$ cat src/design/urid_pkg.sv
// ----------------------------------------------------------------------------
// URI percent decoder package
// Shared types, constants and character helpers.
// ----------------------------------------------------------------------------
`default_nettype none

package urid_pkg;

  localparam int unsigned UnitW       = 16;
  localparam int unsigned MaxUnits    = 3;
  localparam int unsigned QueueDepthD = 4;

  localparam logic [UnitW-1:0] PctChar     = 16'h0025;
  localparam logic [20:0]      MaxCodePt   = 21'h10FFFF;
  localparam logic [20:0]      SurrLo      = 21'h00D800;
  localparam logic [20:0]      SurrHi      = 21'h00DFFF;
  localparam logic [20:0]      SuppBase    = 21'h010000;
  localparam logic [UnitW-1:0] HiSurrBase  = 16'hD800;
  localparam logic [UnitW-1:0] LoSurrBase  = 16'hDC00;
  localparam logic [16:0]      Min2Byte    = 17'h00080;
  localparam logic [16:0]      Min3Byte    = 17'h00800;
  localparam logic [16:0]      Min4Byte    = 17'h10000;

  // One accepted request's worth of results.
  typedef struct packed {
    logic [MaxUnits-1:0][UnitW-1:0] units;
    logic [1:0]                     cnt;
    logic                           eos;
    logic                           err;
  } cmd_t;

  // Bit 4 set means the character is not a hex digit.
  function automatic logic [4:0] hex_value(input logic [UnitW-1:0] c);
    logic [4:0] r;
    r = 5'd16;
    if (c >= 16'h0030 && c <= 16'h0039) begin
      r = 5'(c - 16'h0030);
    end else if (c >= 16'h0061 && c <= 16'h0066) begin
      r = 5'(c - 16'h0057);
    end else if (c >= 16'h0041 && c <= 16'h0046) begin
      r = 5'(c - 16'h0037);
    end
    return r;
  endfunction

  function automatic logic is_preserved(input logic [7:0] b);
    logic r;
    unique case (b) inside
      8'h23, 8'h24, 8'h26, 8'h2B, 8'h2C, 8'h2F,
      8'h3A, 8'h3B, 8'h3D, 8'h3F, 8'h40: r = 1'b1;
      default: r = 1'b0;
    endcase
    return r;
  endfunction

endpackage

`default_nettype wire

$ cat src/design/urid_front.sv
// ----------------------------------------------------------------------------
// URI decoder front end
// Accepts code units, tracks escape and UTF-8 state, and builds one result
// request per input that produces output.
// ----------------------------------------------------------------------------
`default_nettype none

module urid_front (
  input  wire logic                       clk,
  input  wire logic                       rst_n,
  input  wire logic                       cfg_wr,
  input  wire logic                       cfg_mode,
  input  wire logic                       accept,
  input  wire logic [urid_pkg::UnitW-1:0] code_unit,
  input  wire logic                       last,
  output      logic                       cmd_push,
  output      urid_pkg::cmd_t             cmd
);
  import urid_pkg::*;

  typedef enum logic [1:0] {PH_IDLE, PH_PCT, PH_HEX} phase_t;

  phase_t      phase_r, phase_nxt;
  logic [7:0]  first_r, first_nxt;
  logic [1:0]  pend_r, pend_nxt;
  logic [20:0] acc_r, acc_nxt;
  logic [16:0] min_r, min_nxt;
  logic        disc_r, disc_nxt;
  logic        mode_r;

  logic [4:0]  hv;
  logic [4:0]  hf;
  logic [7:0]  b;
  logic [20:0] cp;
  logic [20:0] v;
  logic        err;
  logic [1:0]  n;
  logic [MaxUnits-1:0][UnitW-1:0] u;

  always_comb begin
    hv = hex_value(code_unit);
    hf = hex_value({8'h00, first_r});
    b  = {hf[3:0], hv[3:0]};
    cp = {acc_r[14:0], b[5:0]};
    v  = cp - SuppBase;
    err = 1'b0;
    n   = 2'd0;
    u   = '0;
    phase_nxt = phase_r;
    first_nxt = first_r;
    pend_nxt  = pend_r;
    acc_nxt   = acc_r;
    min_nxt   = min_r;
    disc_nxt  = disc_r;
    if (disc_r) begin
      if (last) begin
        disc_nxt  = 1'b0;
        phase_nxt = PH_IDLE;
        first_nxt = '0;
        pend_nxt  = '0;
        acc_nxt   = '0;
        min_nxt   = '0;
      end
    end else begin
      unique case (phase_r)
        PH_IDLE: begin
          if (code_unit == PctChar) begin
            phase_nxt = PH_PCT;
          end else if (pend_r != 2'd0) begin
            err = 1'b1;
          end else begin
            n    = 2'd1;
            u[0] = code_unit;
          end
        end
        PH_PCT: begin
          if (hv[4]) begin
            err = 1'b1;
          end else begin
            first_nxt = code_unit[7:0];
            phase_nxt = PH_HEX;
          end
        end
        PH_HEX: begin
          if (hv[4]) begin
            err = 1'b1;
          end else begin
            phase_nxt = PH_IDLE;
            if (pend_r == 2'd0) begin
              if (!b[7]) begin
                if (!mode_r && is_preserved(b)) begin
                  n    = 2'd3;
                  u[0] = PctChar;
                  u[1] = {8'h00, first_r};
                  u[2] = code_unit;
                end else begin
                  n    = 2'd1;
                  u[0] = {8'h00, b};
                end
              end else if (b < 8'hC0 || b >= 8'hF8) begin
                err = 1'b1;
              end else if (b < 8'hE0) begin
                pend_nxt = 2'd1;
                acc_nxt  = {16'h0000, b[4:0]};
                min_nxt  = Min2Byte;
              end else if (b < 8'hF0) begin
                pend_nxt = 2'd2;
                acc_nxt  = {17'h00000, b[3:0]};
                min_nxt  = Min3Byte;
              end else begin
                pend_nxt = 2'd3;
                acc_nxt  = {18'h00000, b[2:0]};
                min_nxt  = Min4Byte;
              end
            end else if (b[7:6] != 2'b10) begin
              err = 1'b1;
            end else begin
              acc_nxt  = cp;
              pend_nxt = pend_r - 2'd1;
              if (pend_r == 2'd1) begin
                acc_nxt = '0;
                min_nxt = '0;
                if (cp < {4'h0, min_r} || cp > MaxCodePt ||
                    (cp >= SurrLo && cp <= SurrHi)) begin
                  err = 1'b1;
                end else if (cp < SuppBase) begin
                  n    = 2'd1;
                  u[0] = cp[15:0];
                end else begin
                  n    = 2'd2;
                  u[0] = HiSurrBase | {6'h00, v[19:10]};
                  u[1] = LoSurrBase | {6'h00, v[9:0]};
                end
              end
            end
          end
        end
        default: err = 1'b1;
      endcase
      if (!err && last && (phase_nxt != PH_IDLE || pend_nxt != 2'd0)) begin
        err = 1'b1;
      end
      if (err || last) begin
        phase_nxt = PH_IDLE;
        first_nxt = '0;
        pend_nxt  = '0;
        acc_nxt   = '0;
        min_nxt   = '0;
      end
      if (err) begin
        disc_nxt = !last;
        n        = 2'd1;
        u        = '0;
      end
    end
  end

  always_comb begin
    cmd.units = u;
    cmd.cnt   = n;
    cmd.eos   = err || last;
    cmd.err   = err;
    cmd_push  = accept && (n != 2'd0);
  end

  always_ff @(posedge clk) begin
    if (!rst_n) begin
      phase_r <= PH_IDLE;
      first_r <= '0;
      pend_r  <= '0;
      acc_r   <= '0;
      min_r   <= '0;
      disc_r  <= 1'b0;
      mode_r  <= 1'b0;
    end else begin
      if (accept) begin
        phase_r <= phase_nxt;
        first_r <= first_nxt;
        pend_r  <= pend_nxt;
        acc_r   <= acc_nxt;
        min_r   <= min_nxt;
        disc_r  <= disc_nxt;
      end
      if (cfg_wr) begin
        mode_r <= cfg_mode;
      end
    end
  end

`ifndef SYNTH
  a_disc_clears_escape: assert property (@(posedge clk) disable iff (!rst_n)
    disc_r |-> (phase_r == PH_IDLE && pend_r == 2'd0))
    else $error("escape state left open while discarding");
  a_no_push_discarding: assert property (@(posedge clk) disable iff (!rst_n)
    disc_r |-> !cmd_push)
    else $error("result request issued while discarding");
  a_err_single: assert property (@(posedge clk) disable iff (!rst_n)
    (cmd_push && cmd.err) |-> (cmd.cnt == 2'd1 && cmd.eos))
    else $error("malformed error request");
`endif

endmodule

`default_nettype wire

$ cat src/design/urid_fifo.sv
// ----------------------------------------------------------------------------
// URI decoder request queue
// Small queue of result requests between the front end and the back end.
// ----------------------------------------------------------------------------
`default_nettype none

module urid_fifo #(
  parameter int unsigned DEPTH = urid_pkg::QueueDepthD
) (
  input  wire logic           clk,
  input  wire logic           rst_n,
  input  wire logic           push,
  input  wire urid_pkg::cmd_t wdata,
  input  wire logic           pop,
  output urid_pkg::cmd_t      rdata,
  output      logic           full,
  output      logic           empty
);
  import urid_pkg::*;

  localparam int unsigned PtrW = (DEPTH > 1) ? $clog2(DEPTH) : 1;
  localparam int unsigned CntW = $clog2(DEPTH + 1);
  localparam logic [PtrW-1:0] LastPtr = PtrW'(DEPTH - 1);
  localparam logic [CntW-1:0] FullCnt = CntW'(DEPTH);

  cmd_t            mem [DEPTH];
  logic [PtrW-1:0] wptr_r, rptr_r;
  logic [CntW-1:0] cnt_r;

  assign full  = (cnt_r == FullCnt);
  assign empty = (cnt_r == '0);
  assign rdata = mem[rptr_r];

  always_ff @(posedge clk) begin
    if (push) begin
      mem[wptr_r] <= wdata;
    end
  end

  always_ff @(posedge clk) begin
    if (!rst_n) begin
      wptr_r <= '0;
      rptr_r <= '0;
      cnt_r  <= '0;
    end else begin
      if (push) begin
        wptr_r <= (wptr_r == LastPtr) ? '0 : wptr_r + 1'b1;
      end
      if (pop) begin
        rptr_r <= (rptr_r == LastPtr) ? '0 : rptr_r + 1'b1;
      end
      if (push && !pop) begin
        cnt_r <= cnt_r + 1'b1;
      end else if (pop && !push) begin
        cnt_r <= cnt_r - 1'b1;
      end
    end
  end

`ifndef SYNTH
  a_no_overflow: assert property (@(posedge clk) disable iff (!rst_n)
    push |-> (!full || pop))
    else $error("request queue overflow");
  a_no_underflow: assert property (@(posedge clk) disable iff (!rst_n)
    pop |-> !empty)
    else $error("request queue underflow");
  a_cnt_bound: assert property (@(posedge clk) disable iff (!rst_n)
    cnt_r <= FullCnt)
    else $error("request queue count out of range");
`endif

endmodule

`default_nettype wire

$ cat src/design/urid_back.sv
// ----------------------------------------------------------------------------
// URI decoder back end
// Emits the code units of the oldest queued request one result at a time.
// ----------------------------------------------------------------------------
`default_nettype none

module urid_back (
  input  wire logic                       clk,
  input  wire logic                       rst_n,
  input  wire urid_pkg::cmd_t             head,
  input  wire logic                       q_empty,
  output      logic                       q_pop,
  input  wire logic                       pop,
  output      logic                       empty,
  output      logic [urid_pkg::UnitW-1:0] unit_o,
  output      logic                       eos_o,
  output      logic                       err_o
);
  import urid_pkg::*;

  logic [1:0] idx_r, idx_nxt;
  logic       at_end;

  always_comb begin
    at_end  = (idx_r == head.cnt - 2'd1);
    empty   = q_empty;
    unit_o  = head.units[idx_r];
    eos_o   = head.eos && at_end;
    err_o   = head.err;
    q_pop   = pop && !q_empty && at_end;
    idx_nxt = idx_r;
    if (pop && !q_empty) begin
      idx_nxt = at_end ? 2'd0 : idx_r + 2'd1;
    end
  end

  always_ff @(posedge clk) begin
    if (!rst_n) begin
      idx_r <= '0;
    end else begin
      idx_r <= idx_nxt;
    end
  end

`ifndef SYNTH
  a_idx_in_range: assert property (@(posedge clk) disable iff (!rst_n)
    !q_empty |-> (idx_r < head.cnt))
    else $error("unit index beyond request size");
  a_idx_zero_idle: assert property (@(posedge clk) disable iff (!rst_n)
    q_empty |-> (idx_r == 2'd0))
    else $error("unit index not cleared");
  a_head_not_blank: assert property (@(posedge clk) disable iff (!rst_n)
    !q_empty |-> (head.cnt != 2'd0))
    else $error("queued request carries no units");
`endif

endmodule

`default_nettype wire

$ cat src/design/uri_percent_utf8_decoder.sv
// A result is registered in the request queue as its code unit is accepted.
// Throughput: one code unit per cycle while the request queue has room.
// A kept reserved escape yields three results and a supplementary character two,
// delivered one per pop; the queue depth sets how far input may run ahead.
// Synchronous active-low reset clears all escape state, the queue and the mode.
// ----------------------------------------------------------------------------
// URI percent UTF-8 decoder
// Decodes percent escapes in a stream of UTF-16 code units.
// ----------------------------------------------------------------------------
`default_nettype none

module uri_percent_utf8_decoder #(
  parameter int unsigned QUEUE_DEPTH = urid_pkg::QueueDepthD
) (
  input  wire logic                       clk,
  input  wire logic                       rst_n,
  input  wire logic                       in_push,
  output      logic                       in_full,
  input  wire logic [urid_pkg::UnitW-1:0] in_code_unit,
  input  wire logic                       in_last,
  output      logic                       out_empty,
  input  wire logic                       out_pop,
  output      logic [urid_pkg::UnitW-1:0] out_unit,
  output      logic                       out_end_of_string,
  output      logic                       out_error,
  input  wire logic                       cfg_valid,
  output      logic                       cfg_ready,
  input  wire logic                       cfg_data
);
  import urid_pkg::*;

  logic accept;
  logic cmd_push;
  cmd_t cmd;
  cmd_t head;
  logic q_empty;
  logic q_pop;

  assign accept    = in_push && !in_full;
  assign cfg_ready = 1'b1;

  urid_front u_front (
    .clk       (clk),
    .rst_n     (rst_n),
    .cfg_wr    (cfg_valid && cfg_ready),
    .cfg_mode  (cfg_data),
    .accept    (accept),
    .code_unit (in_code_unit),
    .last      (in_last),
    .cmd_push  (cmd_push),
    .cmd       (cmd)
  );

  urid_fifo #(
    .DEPTH (QUEUE_DEPTH)
  ) u_fifo (
    .clk   (clk),
    .rst_n (rst_n),
    .push  (cmd_push),
    .wdata (cmd),
    .pop   (q_pop),
    .rdata (head),
    .full  (in_full),
    .empty (q_empty)
  );

  urid_back u_back (
    .clk     (clk),
    .rst_n   (rst_n),
    .head    (head),
    .q_empty (q_empty),
    .q_pop   (q_pop),
    .pop     (out_pop),
    .empty   (out_empty),
    .unit_o  (out_unit),
    .eos_o   (out_end_of_string),
    .err_o   (out_error)
  );

endmodule

`default_nettype wire

$ cat config.mk
export PLATFORM = sky130hd
export DESIGN_NAME = uri_percent_utf8_decoder
export DESIGN_NICKNAME = d
export VERILOG_FILES = /design/src/design/urid_pkg.sv /design/src/design/urid_front.sv /design/src/design/urid_fifo.sv /design/src/design/urid_back.sv /design/src/design/uri_percent_utf8_decoder.sv
export SDC_FILE = /design/constraint.sdc
export NUM_CORES = 1
export LEC_CHECK = 0
export BUFFER_PORTS_ARGS = -buffer_cell sky130_fd_sc_hd__buf_2
export CAP_MARGIN = 20
export CELL_PAD_IN_SITES_DETAIL_PLACEMENT = 0
export CELL_PAD_IN_SITES_GLOBAL_PLACEMENT = 1
export CORE_MARGIN = 3
export CORE_UTILIZATION = 53
export CTS_BUF_LIST = sky130_fd_sc_hd__clkbuf_4
export DETAILED_ROUTE_END_ITERATION = 16
export PLACE_DENSITY = 0.87
export SKIP_CTS_REPAIR_TIMING = 1
export SLEW_MARGIN = 20
export SYNTH_ARGS = -nofsm -noshare
export SYNTH_HDL_FRONTEND = slang
export SYNTH_SLANG_ARGS = --single-unit
$ cat constraint.sdc
create_clock -name clk -period 5.9 [get_ports clk]
set_clock_uncertainty 0.2 [all_clocks]
set_input_delay 0.295 -clock clk [delete_from_list [all_inputs] [get_ports clk]]
set_output_delay 0.295 -clock clk [all_outputs]
set_load 0.05 [all_outputs]
==> out/qor.csv <==
metric,value,unit
outcome,"complete, no violations",
cts_root_buffer,clkbuf_4,
r2r_start,u_front.first_r[0]$_SDFFE_PN0P_,
grt_overflow,0,
worstHoldStart,in_code_unit[7],
synth_area,0.01152,mm2
die_x,153.4,um
cp-start-kind,flip-flop,
grt_max_degree,53,
yosys.area.top_type,edfxtp_1,
drt_pre_antenna_iters,5,
clk_latency,0.69,ns
worstSetupPathType,reg2reg,
endpoint_kind,flip-flop,
grt_pass1_wl,46.92,mm
worst-r2r-cell-count,16,
area_growth,13.99,%
ir_worst_vdd,0.1677,mV
die_area,0.02354,mm2
numPortBuffers,42,
synth.top_cells.by_area,"edfxtp_1, mux4_2, dfxtp_1",
yosysMostFrequentCell,edfxtp_1,
fp.coreArea,0.02122,mm2
fp-row-count,53,
routed_wl,29.99,mm
tritoncts,yes,
yosys-top-cells-count,"edfxtp_1, nand2_1, nor2_1",
initial_core_util,54.29,%
hold_path_end,u_fifo.mem[3][11]$_DFFE_PP_,
path_clk_slew,0.07,ns
max_freq,0.2012,GHz
period_minus_slack,4.969,ns
powerDensity,329.8,mW/mm2
ant_nets,0,
synth-edff-count,188,
synthArstFlopShare,0,%
period_share,84.22,%
tns,0,ns
fp.dieH,153.4,um
crit_path_start,u_front.first_r[0]$_SDFFE_PN0P_,
wl_per_cell,21.92,um
maxSlewViolCount,0,
rsz0062_at_grt,no,
p_leak,0.004631,uW
hpwl,20.54,mm
ys_warn_count,0,
yosysTopAreaCellShare,49.00,%
hold_viol,0,
worstPathRequired,6.28,ns
yosys_most_used_dff,edfxtp_1,
grt_usage,25.43,%
cts_made_buffers,56,
ys_ff_latch,231,
clockBufferDepth,3,
yosysUniqueCellTypes,86,
maxCapViolCount,0,
antenna_found_initial,1,
arrival,5.35,ns
r2r_setup_slack,0.93,ns
drc,0,
cts_max_level,2,
finalSetupViolCount,0,
reg2reg_to,u_fifo.cnt_r[2]$_SDFFE_PN0P_,
tightest_slew,0.9951,ns
synth_seq_area_share,56.47,%
nFillCells,1677,
drt_iter0_markers,671,
drive_gt1_share,21.43,%
cts.sinks,231,
gp_congestion,1.010,
io_pins,44,
grt_pass1_vias,8271,
vias_per_cell,6.038,
cp_max_fo,10,
hold_path_class,in2reg,
nets,1087,
slew_headroom,33.57,%
holdPathStages,3,
netlist_instances,920,
num_vias,8260,
syn_avg_cell_area,12.52,um2
final_util,61.89,%
-- layer usage --
layer | routed length (um) | share of wire (%) | up-vias | GRT usage (%)
met4 | 997 | 3.3 | 0 | 10.09
met1 | 12680 | 42 | 4050 | 35.10
li1 | - | - | 3844 | -
met5 | 0 | 0 | - | 0
met2 | 14540 | 48 | 296 | 40.54
met3 | 1781 | 5.9 | 70 | 4.587
-- cell usage in the layout, fill, tap and decap left out, types with 26 or more instances in the layout --
master / instances
dfxtp_1: 41
clkbuf_4: 85
nor3_1: 26
o21ai_0: 45
a21oi_1: 37
buf_2: 42
mux4_2: 47
nand2_1: 90
nor2_1: 50
mux2i_1: 47
edfxtp_1: 188
conb_1: 37
inv_1: 37
-- metrics by stage --
step,setup WS [ns],total power [uW],hold WS [ns],std cells,instance area [um2]
final,0.9308,4331,0.07420,1368,13130
after global routing,0.5331,4550,0.02601,1368,13130
after CTS,0.9310,4374,-0.3570,1347,12930
after detailed placement,0.9660,3078,0.2405,1242,12200
after global placement,0.9697,3058,0.2280,1242,12200
after floorplan,1.176,2802,0.2137,955,11650
-- worst max-delay path, cell delays in order, from the launching register on --
cell and delay (ns):
dfxtp_1 0.42, inv_1 0.28, ha_1 0.25, o21bai_1 0.15, a211oi_1 0.57, o2111ai_1 0.22, a2111oi_2 0.41, mux2i_1 0.36
o21a_1 0.32, nor3b_1 0.11, a21oi_1 0.30, ha_1 0.24, inv_1 0.06, fa_1 0.37, xor2_1 0.17, or3_1 0.30
a21oi_1 0.13
-- flip-flops by register name, summed over array words and instances, names as in the netlist, named ones only --
name / flops
u_front.acc_r: 15
u_front.mode_r: 1
u_front.pend_r: 2
u_fifo.wptr_r: 2
u_front.min_r: 3
u_fifo.cnt_r: 3
u_front.phase_r: 2
u_back.idx_r: 2
u_fifo.rptr_r: 2
u_fifo.mem: 188
u_front.first_r: 8
u_front.disc_r: 1
-- worst max path at each step --
stage | end | slack, ns | cells past startpoint
after floorplan | u_fifo.mem[3][0]$_DFFE_PP_ | 1.18 | 12
after global placement | u_fifo.cnt_r[2]$_SDFFE_PN0P_ | 0.97 | 16
after detailed placement | u_fifo.cnt_r[2]$_SDFFE_PN0P_ | 0.97 | 16
after CTS | u_fifo.cnt_r[2]$_SDFFE_PN0P_ | 0.93 | 16
after global routing | u_fifo.cnt_r[2]$_SDFFE_PN0P_ | 0.53 | 16
final | u_fifo.cnt_r[2]$_SDFFE_PN0P_ | 0.93 | 16
-- cells by family after synthesis --
| group | Yosys count | synth area share, % |
|---|---|---|
| buffers and inverters | 91 | 3.193 |
| other | 2 | 0.06519 |
| adders and majority gates | 20 | 2.216 |
| and+or+nand+nor | 289 | 13.06 |
| AOI/OAI and AO/OA | 184 | 11.01 |
| DFF | 231 | 56.47 |
| muxes | 95 | 13.37 |
| xor gates and xnor gates | 8 | 0.6081 |
-- cell type report --
class	count	area [um2]	share of cell area (%)
Sequential cell	231	6511	49.58
Antenna cell	1	2.502	0.01905
Tap cell	275	344.1	2.620
Clock buffer	85	638.1	4.859
Inverter	38	142.6	1.086
Clock inverter	20	90.09	0.6860
Multi-Input combinational cell	633	4783	36.42
Timing Repair Buffer	85	620.6	4.726
-- power by group --
part	internal, uW	total [uW]	switching [uW]
combinational	373	1060	688
sequential	1920	1980	67.8
clock	664	1290	621
Note: power is estimated with default switching activity, not from simulation.
